File: src/hw/rtl/ifx_pkg.sv
// Shared types, constants and character codes for the expression evaluator
package ifx_pkg;

    localparam int NESTING_DEPTH_DEFAULT = 16;
    localparam int VALUE_BITS            = 32;
    localparam int POSITION_BITS         = 16;

    localparam logic [7:0] CHAR_ZERO   = 8'h30;
    localparam logic [7:0] CHAR_NINE   = 8'h39;
    localparam logic [7:0] CHAR_PLUS   = 8'h2B;
    localparam logic [7:0] CHAR_STAR   = 8'h2A;
    localparam logic [7:0] CHAR_LPAREN = 8'h28;
    localparam logic [7:0] CHAR_RPAREN = 8'h29;

    typedef logic [VALUE_BITS-1:0]    value_t;
    typedef logic [POSITION_BITS-1:0] pos_t;

    typedef enum logic [1:0] {
        STATUS_OK     = 2'd0,
        STATUS_SYNTAX = 2'd1,
        STATUS_DEPTH  = 2'd2
    } status_t;

    typedef struct packed {
        logic    expect_operand;
        value_t  level_sum;
        value_t  level_product;
        pos_t    char_count;
        status_t error_code;
        pos_t    first_error_position;
    } eval_state_t;

    typedef struct packed {
        status_t status;
        value_t  value;
        pos_t    error_position;
    } eval_result_t;

    localparam eval_state_t STATE_RESET = '{
        expect_operand:       1'b1,
        level_sum:            '0,
        level_product:        VALUE_BITS'(1),
        char_count:           '0,
        error_code:           STATUS_OK,
        first_error_position: '0
    };

endpackage

File: src/hw/rtl/ifx_ram.sv
// Generic single-port-write, single-port-read RAM with registered read data
module ifx_ram #(
    parameter int WIDTH = 64,
    parameter int DEPTH = 16,
    localparam int AW   = (DEPTH > 1) ? $clog2(DEPTH) : 1
) (
    input  logic             aclk,
    input  logic             wr_en,
    input  logic [AW-1:0]    wr_addr,
    input  logic [WIDTH-1:0] wr_data,
    input  logic [AW-1:0]    rd_addr,
    output logic [WIDTH-1:0] rd_data
);

    logic [WIDTH-1:0] mem [DEPTH];
    logic [WIDTH-1:0] rd_data_reg;

    always_ff @(posedge aclk) begin
        if (wr_en) begin
            mem[wr_addr] <= wr_data;
        end
        rd_data_reg <= mem[rd_addr];
    end

    assign rd_data = rd_data_reg;

endmodule

File: src/hw/rtl/ifx_step.sv
// Next-state and result logic for one character or end marker
module ifx_step import ifx_pkg::*; #(
    parameter int MAX_NESTING = NESTING_DEPTH_DEFAULT,
    localparam int LW         = $clog2(MAX_NESTING + 1)
) (
    input  logic [7:0]    in_char,
    input  logic          in_end,
    input  eval_state_t   cur,
    input  logic [LW-1:0] level_in,
    input  value_t        top_sum,
    input  value_t        top_product,
    output eval_state_t   nxt,
    output logic [LW-1:0] level_out,
    output logic          push,
    output eval_result_t  result
);

    pos_t    count_sat;
    value_t  total;
    value_t  digit_product;
    value_t  pop_product;
    logic    is_digit;
    logic [3:0] digit;
    status_t res_status;
    pos_t    res_pos;

    assign count_sat     = (cur.char_count != '1) ? cur.char_count + 1'b1 : cur.char_count;
    assign total         = cur.level_sum + cur.level_product;
    assign is_digit      = (in_char >= CHAR_ZERO) && (in_char <= CHAR_NINE);
    assign digit         = 4'(in_char - CHAR_ZERO);
    assign digit_product = cur.level_product * {{(VALUE_BITS-4){1'b0}}, digit};
    assign pop_product   = top_product * total;

    always_comb begin
        nxt        = cur;
        level_out  = level_in;
        push       = 1'b0;
        result     = '0;
        res_status = cur.error_code;
        res_pos    = cur.first_error_position;
        if (in_end) begin
            if (cur.error_code == STATUS_OK && (cur.expect_operand || level_in != '0)) begin
                res_status = STATUS_SYNTAX;
                res_pos    = count_sat;
            end
            result.status         = res_status;
            result.value          = (res_status == STATUS_OK) ? total : '0;
            result.error_position = (res_status != STATUS_OK) ? res_pos : '0;
            nxt       = STATE_RESET;
            level_out = '0;
        end else begin
            nxt.char_count = count_sat;
            if (cur.error_code == STATUS_OK) begin
                if (cur.expect_operand) begin
                    if (is_digit) begin
                        nxt.level_product  = digit_product;
                        nxt.expect_operand = 1'b0;
                    end else if (in_char == CHAR_LPAREN) begin
                        if (level_in == LW'(MAX_NESTING)) begin
                            nxt.error_code           = STATUS_DEPTH;
                            nxt.first_error_position = count_sat;
                        end else begin
                            push              = 1'b1;
                            level_out         = level_in + 1'b1;
                            nxt.level_sum     = '0;
                            nxt.level_product = VALUE_BITS'(1);
                        end
                    end else begin
                        nxt.error_code           = STATUS_SYNTAX;
                        nxt.first_error_position = count_sat;
                    end
                end else begin
                    if (in_char == CHAR_PLUS) begin
                        nxt.level_sum      = total;
                        nxt.level_product  = VALUE_BITS'(1);
                        nxt.expect_operand = 1'b1;
                    end else if (in_char == CHAR_STAR) begin
                        nxt.expect_operand = 1'b1;
                    end else if (in_char == CHAR_RPAREN && level_in != '0) begin
                        level_out         = level_in - 1'b1;
                        nxt.level_sum     = top_sum;
                        nxt.level_product = pop_product;
                    end else begin
                        nxt.error_code           = STATUS_SYNTAX;
                        nxt.first_error_position = count_sat;
                    end
                end
            end
        end
    end

endmodule

File: src/hw/rtl/infix_expression_evaluator.sv
// An end marker is held in the input register, then its result is written into the result register.
// Throughput: one character per cycle; only the end marker waits on a full result register.
// A ')' closes a level with one add and one 32x32 multiply in the evaluation cycle.
// Reset (aresetn low, synchronous) clears the pipeline valids and the evaluator state.
// The nesting stack RAM is not cleared; entries are always pushed before popped.
module infix_expression_evaluator import ifx_pkg::*; #(
    parameter int MAX_NESTING = NESTING_DEPTH_DEFAULT
) (
    input  logic                            aclk,
    input  logic                            aresetn,
    input  logic                            s_tvalid,
    output logic                            s_tready,
    input  logic [7:0]                      s_tdata,   // [7:0] char_code
    input  logic                            s_tlast,
    output logic                            m_tvalid,
    input  logic                            m_tready,
    output logic [VALUE_BITS+POSITION_BITS-1:0] m_tdata, // [31:0] value, [47:32] error_position
    output logic [1:0]                      m_tuser    // [1:0] status
);

    localparam int LW = $clog2(MAX_NESTING + 1);
    localparam int AW = (MAX_NESTING > 1) ? $clog2(MAX_NESTING) : 1;
    localparam int SW = 2 * VALUE_BITS;

    logic          in_valid_reg;
    logic [7:0]    in_char_reg;
    logic          in_end_reg;
    eval_state_t   state_reg, state_next;
    logic [LW-1:0] level_reg, level_next;
    logic          out_valid_reg;
    eval_result_t  out_result_reg, step_result;
    logic          byp_reg;
    logic [SW-1:0] byp_data_reg;

    logic          fire;
    logic          out_free;
    logic          push;
    logic          wr_en;
    logic [AW-1:0] wr_addr;
    logic [SW-1:0] wr_data;
    logic [LW-1:0] rd_level;
    logic [AW-1:0] rd_addr;
    logic [SW-1:0] rd_data;
    logic [SW-1:0] top_data;

    assign out_free = !out_valid_reg || m_tready;
    assign fire     = in_valid_reg && (!in_end_reg || out_free);
    assign s_tready = !in_valid_reg || fire;

    ifx_step #(
        .MAX_NESTING(MAX_NESTING)
    ) u_step (
        .in_char    (in_char_reg),
        .in_end     (in_end_reg),
        .cur        (state_reg),
        .level_in   (level_reg),
        .top_sum    (top_data[SW-1:VALUE_BITS]),
        .top_product(top_data[VALUE_BITS-1:0]),
        .nxt        (state_next),
        .level_out  (level_next),
        .push       (push),
        .result     (step_result)
    );

    assign wr_en    = fire && push;
    assign wr_addr  = level_reg[AW-1:0];
    assign wr_data  = {state_reg.level_sum, state_reg.level_product};
    assign rd_level = (fire ? level_next : level_reg) - 1'b1;
    assign rd_addr  = rd_level[AW-1:0];
    assign top_data = byp_reg ? byp_data_reg : rd_data;

    ifx_ram #(
        .WIDTH(SW),
        .DEPTH(MAX_NESTING)
    ) u_stack (
        .aclk   (aclk),
        .wr_en  (wr_en),
        .wr_addr(wr_addr),
        .wr_data(wr_data),
        .rd_addr(rd_addr),
        .rd_data(rd_data)
    );

    always_ff @(posedge aclk) begin
        if (!aresetn) begin
            in_valid_reg  <= 1'b0;
            out_valid_reg <= 1'b0;
            state_reg     <= STATE_RESET;
            level_reg     <= '0;
            byp_reg       <= 1'b0;
        end else begin
            if (s_tready) begin
                in_valid_reg <= s_tvalid;
            end
            if (fire) begin
                state_reg <= state_next;
                level_reg <= level_next;
            end
            if (fire && in_end_reg) begin
                out_valid_reg <= 1'b1;
            end else if (m_tready) begin
                out_valid_reg <= 1'b0;
            end
            byp_reg <= wr_en && (wr_addr == rd_addr);
        end
    end

    always_ff @(posedge aclk) begin
        if (s_tvalid && s_tready) begin
            in_char_reg <= s_tdata;
            in_end_reg  <= s_tlast;
        end
        if (fire && in_end_reg) begin
            out_result_reg <= step_result;
        end
        byp_data_reg <= wr_data;
    end

    assign m_tvalid = out_valid_reg;
    assign m_tdata  = {out_result_reg.error_position, out_result_reg.value};
    assign m_tuser  = out_result_reg.status;

endmodule

File: config.mk
export PLATFORM = sky130hd
export DESIGN_NAME = infix_expression_evaluator
export DESIGN_NICKNAME = d
export VERILOG_FILES = /design/src/hw/rtl/ifx_pkg.sv /design/src/hw/rtl/ifx_ram.sv /design/src/hw/rtl/ifx_step.sv /design/src/hw/rtl/infix_expression_evaluator.sv
export SDC_FILE = /design/constraint.sdc
export NUM_CORES = 2
export LEC_CHECK = 0
export ABC_AREA = 1
export BUFFER_PORTS_ARGS = -buffer_cell sky130_fd_sc_hd__buf_2
export CAP_MARGIN = 10
export CORE_UTILIZATION = 58
export DETAILED_ROUTE_END_ITERATION = 12
export PLACE_DENSITY = 0.81
export SLEW_MARGIN = 20
export SYNTH_ARGS = -nofsm -noshare
export SYNTH_HDL_FRONTEND = slang
export SYNTH_SLANG_ARGS = --single-unit
File: constraint.sdc
create_clock -name aclk -period 8.3 [get_ports aclk]
set_input_delay 2.49 -clock aclk [delete_from_list [all_inputs] [get_ports aclk]]
set_output_delay 2.49 -clock aclk [all_outputs]
set_load 0.05 [all_outputs]
* After elaboration in Yosys (flattened, before gate mapping)
Memories as Yosys holds them, arrays and structs flattened. A register that Yosys moved wholly into a read port is not among the register bits.
Index checks and enable logic that the tools add are counted.
** Word-level totals
- Flip-flop bits (word level) :: 230
- Memory bits (writable) :: 1024
- Logic and storage cells :: 117
- Memories :: 1
** Operators by class
- $add $sub $neg :: 6
- Multiply operators :: 2
- Order comparisons :: 2
- Eq/ne operators :: 17
- Mux-type cells :: 45
- Reduce and logical (&&, ||, !) cells :: 28
** Memory list
- u_stack.mem :: words 16, bits a word 64, rd ports 1, clocked after Yosys merged registers in 1, wr ports 1, RTL line ifx_ram.sv:15 : logic [WIDTH-1:0] mem [DEPTH];
** Operators by type and width (count)
- $mux W64 :: 5
- $mux W65 :: 3
- $mux W18 :: 8
- $mux W99 :: 1
- $mux W32 :: 2
- $mux W5 :: 10
- $add A32 B32 Y32 :: 1
- $eq A8 B6 Y1 const B :: 4
- $mul A32 B32 Y32 :: 1
- $mul A32 B4 Y32 :: 1
- $mux W16 :: 2
- $add A16 B1 Y16 const B :: 1
- $ne A16 B16 Y1 const B :: 1
- $ne A3 B3 Y1 const B :: 5
- $reduce_and A7 Y1 :: 2
- $mux W1 :: 12
- $ge A8 B6 Y1 const B :: 1
- $le A8 B6 Y1 const B :: 1
- $logic_and A1 B1 Y1 :: 8
- $ne A4 B3 Y1 const B :: 2
- $sub A4 B1 Y4 const B :: 2
- $reduce_and A2 Y1 :: 3
- $reduce_and A6 Y1 :: 1
- $reduce_bool A2 Y1 :: 3
- 13 further kinds :: 20

* Depth between registers and ports, before layout
- Depth in word-level cells :: 12
- Mapped depth :: 48

* Modules after synthesis
A second synthesis with hierarchy kept.
** Unflattened totals
- Cell total of the unflattened synthesis :: 8920
- Area, all modules :: 79132.1 um^2
** Modules (own cells, without submodules)
- ifx_ram :: instances 1, cells an instance 4210, area each 45285.9 um^2, sequential area each 32030.7 um^2
- ifx_step :: instances 1, cells an instance 4013, area each 26170.1 um^2, sequential area each 0.0 um^2
- infix_expression_evaluator :: instances 1, cells an instance 697, area each 7676.1 um^2, sequential area each 5195.0 um^2

* Least setup slack after synthesis
No wires, ideal clock.
- Path kind :: reg-to-reg
- Start :: register state_reg[34] in the netlist's numbering
- End :: register state_reg[64] in the netlist's numbering
- Library setup time :: 0.116 ns
- Data arrival time :: 8.002 ns
- Slack :: 0.181 ns
- Stages on the path, launching flop included :: 34
- Period minus slack after synthesis :: 8.119 ns
- Cells stage by stage :: dfxtp_1 ha_1 fa_1 nand2_1 inv_1 nor2_1 clkbuf_1 clkbuf_1 nand2_1 fa_1 inv_1 fa_1 inv_1 fa_1 fa_1 inv_1 fa_1 inv_1 fa_1 inv_1 fa_1 fa_1 ha_1 nand2_1 nor2_1 a21oi_1 o311ai_0 a21oi_1 o21bai_1 a21oi_1 o21ai_0 nand3_1 o211ai_1 inv_1
** On the way
- Word-level cells in the longest chain between the ends :: 8
** Ends and longest elaborated chain
- start: declaration :: RTL line infix_expression_evaluator.sv:28 : eval_state_t state_reg, state_next;
- start signal: assignment :: RTL line infix_expression_evaluator.sv:96 : state_reg <= state_next;
- $add A32 B32 Y32 :: RTL line ifx_step.sv:28 : assign total = cur.level_sum + cur.level_product;
- $mul A32 B32 Y32 :: RTL line ifx_step.sv:32 : assign pop_product = top_product * total;
- $mux W64 :: RTL line ifx_step.sv:79 : end else if (in_char == CHAR_RPAREN && level_in != '0) begin
- $mux W64 :: RTL line ifx_step.sv:77 : end else if (in_char == CHAR_STAR) begin
- $mux W65 :: RTL line ifx_step.sv:73 : if (in_char == CHAR_PLUS) begin
- $mux W65 * :: RTL line ifx_step.sv:54 : if (cur.expect_operand) begin
- $mux W65 * :: RTL line ifx_step.sv:53 : if (cur.error_code == STATUS_OK) begin
- $mux W99 * :: RTL line ifx_step.sv:41 : if (in_end) begin
Every way passes the cells marked *; elsewhere a longest branch is shown, timed or not. The select of a mux whose other input is x is not followed.
A chain may end at the register's enable or synchronous reset.

* Worst setup path in the final report
Ends and elaborated chain as after synthesis.

==> metrics.csv <==
stage,metric,value,unit
timing,rsz0062_at_grt,yes,
timing,fin_hold_ws,0.480,ns
floorplan,dieWidth,353,µm
route,drcViolationCount,0,
min_path,min_path_type,flip-flop to flip-flop,
final_layout,layout.nets,7839,
critical_path,endpoint_kind,flip-flop,
route,num_vias,55000,
global_route,grt_max_degree,213,
synth,yosysWarnings,0,
synth,yosysUniqueCellTypes,59,
min_path,hold_depth,2,
route,firstDrtPassIters,10,
critical_path,cpMaxStageDelayCell,fa_1,
run_status,status,completed,
route,drtIter0Drc,8075,
synth,synthFlopType,edfxtp_1,
job,drv_cap,0,
timing,worstMarginPinSlew,1.22,ns
place,dpl.hpwl,136000,µm
route,totalWireLength,212000,µm
place,place.gp.congestion,1.06,
critical_path,worst_setup_path_start_kind,flip-flop,
cts,insertion_delay,0.76,ns
place,placed_cell_area,0.0748,mm²
route,wl_per_cell,23.8,µm
final_layout,design_area,0.0799,mm²
global_route,gr-total-overflow,0,
route,wl_met2,96000,µm
final_layout,final_common_cell,edfxtp_1,
cts,numCtsBuffers,130,
route,met3WireLength,28500,µm
timing,max_freq,123,MHz
timing,clock_skew,0.0329,ns
synth,synth_top_area_share,45.4,%
timing,final.min_clock_period,8.10,ns
timing,hold_viol,0,
critical_path,cpMostUsedCell,fa_1,
final_layout,final_cell_mix,"1083 x edfxtp_1, 1062 x nand2_1, 963 x nor2_1",
min_path,hold_start,state_reg[33],
floorplan,dieArea,0.125,mm²
final_layout,largest_reg_flops,1024,
pwr,ir_drop,0.282,mV
final_layout,fillers,8840,
pwr,p_per_area,227,mW/mm²
floorplan,row_count,128,
timing,finalWorstSetupSlack,0.199,ns
route,routed.top_layer,met5,
global_route,grt_pass1_vias,54000,
critical_path,path_class,flip-flop to flip-flop,
synth,yosysSeqAreaShare,52.0,%
synth,syn_avg_cell_area,10.2,µm²
timing,finalSetupViolCount,0,
place,io_buffer_count,64,
route,m1WireLength,75600,µm
critical_path,worst_r2r_endpoint,state_reg[64],
critical_path,worst-endpoint-arrival,8.80,ns
synth,postSynthCellCount,7025,
global_route,grt_first_pass_wirelength,317000,µm
synth,yosysTopAreaCell,edfxtp_1,
timing,slew_violations,0,
critical_path,critPathRequiredTime,9.00,ns
global_route,antenna_found_initial,5,
cts,clock-sinks,1318,
cts,cts_buffer_depth,3,
floorplan,ios,65,
critical_path,reg2reg_slack,0.20,ns
route,vias_per_cell,6.18,
timing,period_share,97.6,%
cts,cts_htree_levels,4,
floorplan,die_h,353,µm
route,antenna_left,0,
timing,setup-tns-final,0,ns
floorplan,start_util,58.6,%
synth,synth_seq_cells,1318,
global_route,track_usage,33.4,%
synth,synth_nets,7697,
timing,slew_headroom,18.7,%
synth,synth_edf_count,1083,
synth,async_flop_share,0,%
synth,syn-cell-area,0.0716,mm²
final_layout,area_growth,11.5,%
critical_path,reg2reg_from,state_reg[34],
min_path,worstHoldEndpoint,state_reg[33],
pwr,p_leak,0.0314,µW
cts,ctsHoldBuffers,0,
place,post-place-ws,0.0828,ns
cts,clk_pin_slew_worst_paths,0.06,ns
synth,synth_area_leaders,"edfxtp_1 45%, fa_1 13%, dfxtp_1 6.6%",
final_layout,drive_above_1_share,10.1,%
cts,cts_tree,done,
floorplan,coreArea,0.122,mm²
cts,cts_root_buf,clkbuf_16,
critical_path,cp_max_fo,6,
critical_path,reg2reg_depth,34,
critical_path,slowest_delay,0.58,ns
Yosys cell counts (5+ instances only):
cell and number:
a211oi_1 6, a21oi_1 201, or2_2 18, xor2_1 25, buf_1 14, o21ai_1 306, ha_1 193, nand2_2 5
o22ai_1 195, nor3_1 15, edfxtp_1 1083, o221ai_1 70, clkinv_1 11, buf_4 19, fa_1 466, nor2_1 991
nand3_1 119, inv_2 16, a31oi_1 37, inv_1 894, o211ai_1 85, nor4_1 5, o21bai_1 8, nand3b_1 15
xnor2_1 14, nand4_1 11, clkbuf_1 193, buf_6 18, nand2_1 1090, o21ai_0 521, dfxtp_1 235, o21a_1 6
buf_2 97
what timing repair did:
item,CTS,global route
setup buffers,0,19
endpoints found under the setup margin,0,13
gates resized for setup,0,149
how the worst max path moves through the flow:
stage / depth (start not counted) / startpoint / slack (ns) / to
after floorplan: 33 / state_reg[34] / 0.18 / state_reg[64]
after global placement: 35 / state_reg[52] / 0.06 / state_reg[64]
after detailed placement: 39 / state_reg[34] / 0.08 / state_reg[64]
after CTS: 33 / state_reg[46] / 0.05 / state_reg[64]
after global routing: 45 / state_reg[42] / -0.09 / state_reg[63]
final: 34 / state_reg[34] / 0.20 / state_reg[64]
metal layers:
metal | global-route usage, % | up-vias
met5 | 0 | -
met4 | 17.0 | 12
met3 | 8.02 | 740
met2 | 51.6 | 3947
met1 | 44.5 | 26600
li1 | - | 23800
cells by family after synthesis:
kind of cell               share of synthesized area [%]
xor gates and xnor gates                           0.594
adders and majority gates                           16.4
buffers and inverters                               7.08
and+or+nand+nor                                     12.6
DFF                                                 52.0
AOI/OAI and AO/OA                                   11.4
through the flow:
stage	instances	power, µW	util, %
after global placement	8638	11800	61.2
after global routing	8898	18800	65.4
after floorplan	7025	10200	-
after detailed placement	8638	11900	61.2
after CTS	8876	17700	64.7
final	8899	18100	65.4
area by class of cell:
type | count | area [µm²] | area share, %
Sequential cell | 1318 | 37300 | 46.6
Multi-Input combinational cell | 4444 | 30100 | 37.6
Clock buffer | 177 | 3590 | 4.50
Inverter | 922 | 3500 | 4.38
Timing Repair Buffer | 350 | 2810 | 3.52
Tap cell | 1625 | 2030 | 2.54
Clock inverter | 61 | 654 | 0.819
Timing Repair inverter | 1 | 7.51 | 0.00940
Antenna cell | 1 | 2.50 | 0.00313
report_power, final:
group / switching, µW / internal (µW) / leakage (µW) / total [µW]
clock network: 2580 / 3300 / 0.00206 / 5890
registers: 61.0 / 7190 / 0.0112 / 7250
logic: 3060 / 1920 / 0.0182 / 4980
total: 5710 / 12400 / 0.0314 / 18100
worst max-delay path: cells and delay by family, from the launching register on:
kind	cells	cell delay, ns
adder cells (fa/ha/maj)	11	4.99
AND/OR/NAND/NOR	10	1.13
buffers and inverters	7	0.94
AO/OA/AOI/OAI	6	0.67
flip-flops	1	0.32
No activity file was read; power rests on OpenSTA's default activity.
